===== config.mk =====
export PLATFORM = sky130hd
export DESIGN_NAME = sliding_window_max
export DESIGN_NICKNAME = d
export VERILOG_FILES = /design/src/design/swm_pkg.sv /design/src/design/swm_cell.sv /design/src/design/sliding_window_max.sv
export SDC_FILE = /design/constraint.sdc
export NUM_CORES = 2
export LEC_CHECK = 0
export BUFFER_PORTS_ARGS = -buffer_cell sky130_fd_sc_hd__buf_4
export CAP_MARGIN = 10
export CORE_UTILIZATION = 50
export DETAILED_ROUTE_END_ITERATION = 12
export PLACE_DENSITY = 0.74
export SLEW_MARGIN = 20
export SYNTH_ARGS = -nofsm -noshare
export SYNTH_HDL_FRONTEND = slang
export SYNTH_HIERARCHICAL = 1
export SYNTH_SLANG_ARGS = --single-unit
export TNS_END_PERCENT = 20

===== constraint.sdc =====
create_clock -name clk -period 15.5 [get_ports clk]
set_input_delay 0.775 -clock clk [delete_from_list [all_inputs] [get_ports clk]]
set_output_delay 0.775 -clock clk [all_outputs]
set_load 0.05 [all_outputs]

===== src/design/swm_pkg.sv =====
// Shared types and constants for the sliding window maximum block.
// Used by swm_cell and sliding_window_max; depends on nothing else.
package swm_pkg;

  // Width of the window size register and its value after reset.
  localparam int CFG_W = 7;
  localparam logic [CFG_W-1:0] WINDOW_SIZE_RESET = 7'd1;

  // Per-cycle commands broadcast from the top level to every cell.
  typedef struct packed {
    logic step;   // an input word is accepted this cycle
    logic flush;  // the word restarts the sequence, so the queue counts as empty
    logic drop;   // the head has left the window and the queue shifts toward the head
    logic wipe;   // a window size write empties the queue
  } swm_ctl_t;

endpackage


===== src/design/swm_cell.sv =====
// One queue slot of the monotonic queue: value, arrival position and a valid bit.
// Depends on swm_pkg for the command struct; instantiated in a row by sliding_window_max.
module swm_cell import swm_pkg::*; #(
  parameter int SAMPLE_WIDTH = 16,
  parameter int POS_W        = 7
) (
  input  logic                           clk,
  input  logic                           rst_n,
  input  swm_ctl_t                       ctl,
  input  logic signed [SAMPLE_WIDTH-1:0] new_value,
  input  logic [POS_W-1:0]               new_pos,
  input  logic                           nb_valid,   // slot one step toward the tail
  input  logic signed [SAMPLE_WIDTH-1:0] nb_value,
  input  logic [POS_W-1:0]               nb_pos,
  input  logic                           prev_kept,  // slot toward the head survives
  output logic                           valid,
  output logic signed [SAMPLE_WIDTH-1:0] value,
  output logic [POS_W-1:0]               pos,
  output logic                           kept,
  output logic signed [SAMPLE_WIDTH-1:0] value_nxt
);

  logic                           valid_r;
  logic signed [SAMPLE_WIDTH-1:0] value_r;
  logic [POS_W-1:0]               pos_r;
  logic                           valid_nxt;
  logic [POS_W-1:0]               pos_nxt;
  logic                           src_valid;
  logic signed [SAMPLE_WIDTH-1:0] src_value;
  logic [POS_W-1:0]               src_pos;
  logic                           take_new;

  always_comb begin
    if (ctl.flush) begin
      src_valid = 1'b0;
    end else if (ctl.drop) begin
      src_valid = nb_valid;
    end else begin
      src_valid = valid_r;
    end
    src_value = ctl.drop ? nb_value : value_r;
    src_pos   = ctl.drop ? nb_pos : pos_r;
  end

  // Values fall strictly from head to tail, so the slots not above the new
  // sample form a suffix; the first of them takes the new sample.
  assign kept      = src_valid && (src_value > new_value);
  assign take_new  = !kept && prev_kept;
  assign valid_nxt = kept || take_new;
  assign value_nxt = kept ? src_value : new_value;
  assign pos_nxt   = kept ? src_pos : new_pos;

  always_ff @(posedge clk) begin
    if (!rst_n) begin
      valid_r <= 1'b0;
    end else if (ctl.wipe) begin
      valid_r <= 1'b0;
    end else if (ctl.step) begin
      valid_r <= valid_nxt;
    end
  end

  always_ff @(posedge clk) begin
    if (ctl.step) begin
      value_r <= value_nxt;
      pos_r   <= pos_nxt;
    end
  end

  assign valid = valid_r;
  assign value = value_r;
  assign pos   = pos_r;

endmodule


===== src/design/sliding_window_max.sv =====
// Sliding window maximum: top level with control, counters and output register.
// Depends on swm_pkg and a row of swm_cell instances.
//
// Gives the largest of the last k signed samples, k taken from the window size
// register (0 reads as 1, values above WINDOW_MAX saturate). One input word is
// taken per clock cycle and its result, if any, appears in the next cycle: every
// queue slot compares its value with the new sample at once, so the whole queue
// update is registered together. No result comes until k samples have arrived since
// the last restart. Setting in_tuser restarts the sequence with that word, and a
// window size write restarts it as well. The input stalls only while a result
// waits in the output register and out_tready is low.
module sliding_window_max import swm_pkg::*; #(
  parameter int WINDOW_MAX   = 64,
  parameter int SAMPLE_WIDTH = 16
) (
  input  logic                              clk,
  input  logic                              rst_n,
  input  logic                              cfg_valid,
  output logic                              cfg_ready,
  input  logic [CFG_W-1:0]                  cfg_data,   // window_size
  input  logic                              in_tvalid,
  output logic                              in_tready,
  input  logic [((SAMPLE_WIDTH+7)/8)*8-1:0] in_tdata,   // sample, then zero fill
  input  logic                              in_tuser,   // restart
  output logic                              out_tvalid,
  input  logic                              out_tready,
  output logic [((SAMPLE_WIDTH+7)/8)*8-1:0] out_tdata   // window_max, then zero fill
);

  localparam int DATA_W = ((SAMPLE_WIDTH + 7) / 8) * 8;
  localparam int KW     = $clog2(WINDOW_MAX + 1);
  localparam int POS_W  = $clog2(2 * WINDOW_MAX);
  localparam int CW     = (KW > CFG_W) ? KW : CFG_W;
  localparam logic [POS_W-1:0] POS_LAST = POS_W'(2 * WINDOW_MAX - 1);

  logic [CFG_W-1:0]        window_size_r;
  logic [KW-1:0]           fill_r;
  logic [KW-1:0]           fill_nxt;
  logic [POS_W-1:0]        next_pos_r;
  logic                    out_valid_r;
  logic [SAMPLE_WIDTH-1:0] out_data_r;

  logic [CW-1:0]           ws_ext;
  logic [KW-1:0]           k_eff;
  logic                    in_acc;
  logic                    cfg_acc;
  logic signed [SAMPLE_WIDTH-1:0] sample;
  logic [POS_W:0]          age_raw;
  logic [POS_W:0]          age;
  swm_ctl_t                ctl;

  logic [WINDOW_MAX-1:0]   cell_valid;
  logic [WINDOW_MAX-1:0]   cell_kept;
  logic signed [SAMPLE_WIDTH-1:0] cell_value [WINDOW_MAX];
  logic [POS_W-1:0]        cell_pos [WINDOW_MAX];
  logic signed [SAMPLE_WIDTH-1:0] cell_value_nxt [WINDOW_MAX];

  assign cfg_ready = 1'b1;
  assign cfg_acc   = cfg_valid && cfg_ready;
  assign in_tready = !out_valid_r || out_tready;
  assign in_acc    = in_tvalid && in_tready;
  assign sample    = in_tdata[SAMPLE_WIDTH-1:0];

  always_comb begin
    ws_ext = CW'(window_size_r);
    if (ws_ext == '0) begin
      k_eff = KW'(1);
    end else if (ws_ext > CW'(WINDOW_MAX)) begin
      k_eff = KW'(WINDOW_MAX);
    end else begin
      k_eff = KW'(ws_ext);
    end
  end

  // Age of the head, with positions counted modulo twice the window depth.
  always_comb begin
    age_raw = {1'b0, next_pos_r} - {1'b0, cell_pos[0]};
    if (age_raw[POS_W]) begin
      age = age_raw + (POS_W+1)'(2 * WINDOW_MAX);
    end else begin
      age = age_raw;
    end
  end

  always_comb begin
    ctl.step  = in_acc;
    ctl.flush = in_tuser;
    ctl.drop  = !in_tuser && cell_valid[0] && (age >= (POS_W+1)'(k_eff));
    ctl.wipe  = cfg_acc;
  end

  for (genvar i = 0; i < WINDOW_MAX; i++) begin : g_cell
    logic                           nb_valid;
    logic signed [SAMPLE_WIDTH-1:0] nb_value;
    logic [POS_W-1:0]               nb_pos;
    logic                           prev_kept;

    if (i == WINDOW_MAX - 1) begin : g_tail
      assign nb_valid = 1'b0;
      assign nb_value = '0;
      assign nb_pos   = '0;
    end else begin : g_mid
      assign nb_valid = cell_valid[i+1];
      assign nb_value = cell_value[i+1];
      assign nb_pos   = cell_pos[i+1];
    end

    if (i == 0) begin : g_head
      assign prev_kept = 1'b1;
    end else begin : g_body
      assign prev_kept = cell_kept[i-1];
    end

    swm_cell #(
      .SAMPLE_WIDTH(SAMPLE_WIDTH),
      .POS_W       (POS_W)
    ) u_cell (
      .clk      (clk),
      .rst_n    (rst_n),
      .ctl      (ctl),
      .new_value(sample),
      .new_pos  (in_tuser ? '0 : next_pos_r),
      .nb_valid (nb_valid),
      .nb_value (nb_value),
      .nb_pos   (nb_pos),
      .prev_kept(prev_kept),
      .valid    (cell_valid[i]),
      .value    (cell_value[i]),
      .pos      (cell_pos[i]),
      .kept     (cell_kept[i]),
      .value_nxt(cell_value_nxt[i])
    );
  end

  always_comb begin
    fill_nxt = in_tuser ? '0 : fill_r;
    if (fill_nxt < k_eff) begin
      fill_nxt = fill_nxt + KW'(1);
    end
  end

  always_ff @(posedge clk) begin
    if (!rst_n) begin
      window_size_r <= WINDOW_SIZE_RESET;
      fill_r        <= '0;
      next_pos_r    <= '0;
    end else if (cfg_acc) begin
      window_size_r <= cfg_data;
      fill_r        <= '0;
      next_pos_r    <= '0;
    end else if (in_acc) begin
      fill_r <= fill_nxt;
      if (in_tuser) begin
        next_pos_r <= POS_W'(1);
      end else if (next_pos_r == POS_LAST) begin
        next_pos_r <= '0;
      end else begin
        next_pos_r <= next_pos_r + POS_W'(1);
      end
    end
  end

  always_ff @(posedge clk) begin
    if (!rst_n) begin
      out_valid_r <= 1'b0;
    end else if (in_acc) begin
      out_valid_r <= (fill_nxt >= k_eff);
    end else if (out_tready) begin
      out_valid_r <= 1'b0;
    end
  end

  always_ff @(posedge clk) begin
    if (in_acc) begin
      out_data_r <= cell_value_nxt[0];
    end
  end

  assign out_tvalid = out_valid_r;
  assign out_tdata  = DATA_W'(out_data_r);

`ifndef ASSERT_OFF
  // A window of one passes each sample straight to the output.
  a_pass_through: assert property (@(posedge clk) disable iff (!rst_n)
    in_acc && (k_eff == KW'(1)) |=>
      out_valid_r && (out_data_r == $past(in_tdata[SAMPLE_WIDTH-1:0])))
    else $error("window of one did not pass the sample through");

  // Occupied slots always form an unbroken run from the head.
  a_contiguous: assert property (@(posedge clk) disable iff (!rst_n)
    $onehot({1'b0, cell_valid} + (WINDOW_MAX+1)'(1)))
    else $error("queue slots are not contiguous from the head");

  // The queue never holds more entries than the window is long.
  a_depth: assert property (@(posedge clk) disable iff (!rst_n)
    $countones(cell_valid) <= int'(k_eff))
    else $error("queue holds more entries than the window");

  // Every accepted word leaves at least its own sample in the queue.
  a_head_after_step: assert property (@(posedge clk) disable iff (!rst_n)
    in_acc && !cfg_acc |=> cell_valid[0])
    else $error("queue empty after an accepted word");
`endif

endmodule

==> summary by stage <==
Critical path
The most frequent cell on the critical path is ha_1. Grouping stages by cell kind, the critical path spends the most delay in compound AO/OA/AOI/OAI gates. The category of the critical setup timing path is reg -> reg. The worst-path cell with the longest stage delay is buf_4.

The launch point of the worst reg-to-reg path is next_pos_r[1]$_SDFFE_PP0P_. Walking the worst path, the cells encountered are ha_1 -> nor2b_1 -> o21ai_0 -> a21boi_0 -> or4_1 -> o311ai_0 -> ha_1 -> nand3_1 -> o21ai_0 -> o31a_2 -> buf_4 -> buf_4 -> mux2_2 -> ha_1 -> a21oi_2 -> nor3_1 -> or4_4 -> a21o_1 -> nor2_4 -> a21oi_1. The required time of the critical path is around 16 ns. The largest fanout of any net on the critical path is 75. The largest single stage delay on the critical path is ~0.9 ns.

The number of buffers and inverters on the critical path is 2. The nature of the critical path endpoint is a register. The signal arrival time at the worst endpoint is around 8.7 ns.

The beginning of the critical path is next_pos_r[1]$_SDFFE_PP0P_. STA classifies the critical path startpoint as a register.

Final layout
The count of cells in the finished layout, fillers not included, comes to 12200. The final core utilization is ~54%. Cells with a size suffix above 1 make up roughly a third of the layout. The net count reported at finish is about 10000. The area growth from synthesis to layout is 7.05%.

Drt
The remaining antenna violation count is 0. Summing over every cut layer, the via total after detailed routing is roughly 70000. The remaining design rule violation count is 0.

The number of DRC violations after detailed-routing iteration 0 is slightly above 5000. After detailed routing, the number of vias per cell comes to ~5.8. The post-detailed-route wirelength per cell is ~21 um. The count of TritonRoute iterations in the first routing pass is 6. The routed wire length is 259000 um.

Job
The max-capacitance violation count is 0.

CTS
TritonCTS created about 170 clock buffers. For this design, the sink count on the clock tree is approximately 1600. Gates resized during post-CTS repair numbered 0. The clock reaches the later pin of the worst-skew pair after approximately 0.84 ns. The clock transition at the register clock pins on the worst setup and hold paths after CTS is 0.06 ns. TritonCTS built the clock tree.

The worst-case clock buffer depth is 3. The number of setup buffers added after CTS is 0. The tree is rooted in a clkbuf_16. The H-tree generated during clock tree synthesis spans 4 levels.

The count of hold buffers inserted by post-cts repair is 0.

Synthesis
The predominant post-synthesis flop cell is edfxtp_1. Of all flip-flops after synthesis, the portion carrying an async set or reset was 0%. The fraction of the yosys area taken by sequential cells is about two fifths.

After synthesis the netlist holds a flip-flop and latch count of ~1600. After synthesis, the largest area contributor takes up 39.1% of total cell area. The commonest cells after synthesis are edfxtp_1 (1488), mux2_2 (1301), inv_1 (1217), mux2_4 (1066), ha_1 (1052). The multiplexer share of the synthesized area is 28.5%.

In this run, distinct cell masters in the synthesized netlist total 71. The synthesized-area fraction occupied by adder cells is 11.5%. By area the synthesized netlist is led by edfxtp_1 (39%), mux2_4 (14%), mux2_2 (13%). Summing the areas of all and, or, nand and nor instances in the mapped netlist gives about 7.0% of the synthesized area.

Dividing the synthesized area by the synthesized cell count gives approximately 13 um2. The share of the synthesized netlist area taken by xor and xnor gates is 0.0986%. Among all cell types in the netlist, the one instantiated most often is edfxtp_1. The main combinational cell family by area after synthesis is multiplexers. The number of warning messages in the yosys log is 6. edfxtp_1 takes more of the synthesized area than any other cell. The synthesized instance count is 8959. The mapped netlist covers 0.114 mm2.

In this run, synthesis inferred between 1000 and 1500 flip-flops with an integrated enable. The synthesized netlist devotes 5.74% of its cell area to compound gates.

Timing
The worst pin sits at a relative slew slack of a little under a quarter. The transition time of the tightest slew-check pin is ~1.2 ns. For the final database, setup skew stands at 0.0535 ns. The worst hold margin is ~0.17 ns. The final hold violation count is 0.

The final period demand of the worst path is 8.22 ns. For this run, the top clock speed supported by timing is 122 MHz. Setup repair after global routing left no endpoint under its margin. The setup TNS is 0 ns.

The max-slew violation count is 0. Of the available clock period, the critical path in the final layout requires ~53%. Setup violations remaining at the end of the flow were counted as 0.

Placed design
Routability-driven placement finished with a final weighted congestion of roughly 0.84. Detailed placement finished with a half-perimeter wire length of 174000 um. After detailed placement, the design holds a cell count of between 10000 and 15000. The count of buffers from port buffering is 46.

Die
The number of top-level pins is 48. Row generation in the floorplan step produced about 180 rows. The initial utilization of the core area, before any placement, comes to about half.

Measured along the y axis, the die boundary spans between 400 and 500 um. The core region area is 0.227 mm2. The width of the chip is around 480 um. The die covers ~0.23 mm2.

GRT
Global routing finished with a remaining overflow of 0. The wire length of the first global-routing pass is a little over 400000 um. The global-route total usage across every layer is 22.1%. The maximum number of pins on one net before global-route repair is between 150 and 200.

The initial antenna violation count is 0. The via count of the first global-routing pass is approximately 73000.

Status
The run finished with clean final reports.

Min path
The startpoint identified for the worst hold timing path is cfg_data[0]. The worst hold path class is in -> reg.

Power
The worst-case IR drop observed on VDD is about 0.00011 V. The leakage power total is roughly 50 nW. In this run the power density over the cells is roughly 93 mW/mm2.
## layer usage
layer | vias to the layer above | global-route usage, % | wire length [um]
li1 | 33400 | - | -
met1 | 35400 | 29.1 | 114000
met2 | 1577 | 37.8 | 126000
met3 | 425 | 2.39 | 10600
met4 | 0 | 7.37 | 8000
met5 | - | 0 | 0
## layout by cell type (no fill, tap or decap), types with 41 or more instances in the layout
cell	instances
nor2_1	281
edfxtp_1	1488
nand2_1	241
mux2_2	1301
o211ai_1	50
nor3b_1	64
ha_1	1052
nand2b_1	41
mux2i_1	163
nand4_2	49
buf_4	95
a21oi_2	73
nor3_1	66
nand4_1	143
inv_1	1216
a21o_1	97
mux2_4	1066
or4_4	48
a21oi_1	419
nor2b_1	60
dfxtp_1	86
o31a_1	63
clkbuf_16	176
or4_1	50
o21ai_0	159
## where the power goes
part           leakage [nW]  total [mW]  switching (mW)  internal [mW]
clock                  2.90        4.38            1.84           2.54
sequential             15.4        5.16           0.167           4.99
combinational          31.8        1.89            1.05          0.843
## cell type report
class	count	area, um2
inverter	1218	4580
antenna	1	2.50
clock inverter	115	1340
tap	3009	3760
timing repair buffer	117	1030
multi-input combinational	5911	60500
clock buffer	212	4650
fill	18500	105000
sequential	1574	46400
## worst min-delay path: stages
cell	delay, ns
buf_4	0.08
mux2i_1	0.06
nand2_1	0.06
## path summary, 6_finish.rpt
kind                                                      endpoint  slack [ns]  cells after the start
worst max-delay path            g_cell[22].u_cell/pos[6]$_DFFE_PP_        7.28                     20
worst min-delay path                 window_size_r[0]$_SDFFE_PN1P_        0.17                      3
worst max register to register  g_cell[22].u_cell/pos[6]$_DFFE_PP_        7.28                     20
worst min register to register              fill_r[2]$_SDFFE_PP0P_        0.51                      2
## per-stage QoR
| stage | worst slack [ns] | cell area [um2] | power (mW) |
|---|---|---|---|
| floorplan | 5.01 | 114000 | 6.63 |
| global placement | 7.61 | 116000 | 7.01 |
| detailed placement | 7.42 | 116000 | 7.11 |
| CTS | 7.40 | 122000 | 11.5 |
| global route | 6.97 | 122000 | 11.9 |
| finish | 7.28 | 122000 | 11.4 |
## state kept, by name (all words and copies together) (netlist names)
register / count
g_cell.u_cell/value: 1024
window_size_r: 7
fill_r: 7
g_cell.u_cell/valid: 64
out_tvalid: 1
next_pos_r: 7
out_tdata: 16
g_cell.u_cell/pos: 448
## logic make-up after synthesis
group,count (synthesis)
AND/OR/NAND/NOR,1249
AO/OA/AOI/OAI,1022
XOR/XNOR,12
flip-flops,1574
multiplexers,2549
other,2
buffers and inverters,1498
adder cells (fa/ha/maj),1053
(Power assumes the default switching activity.)
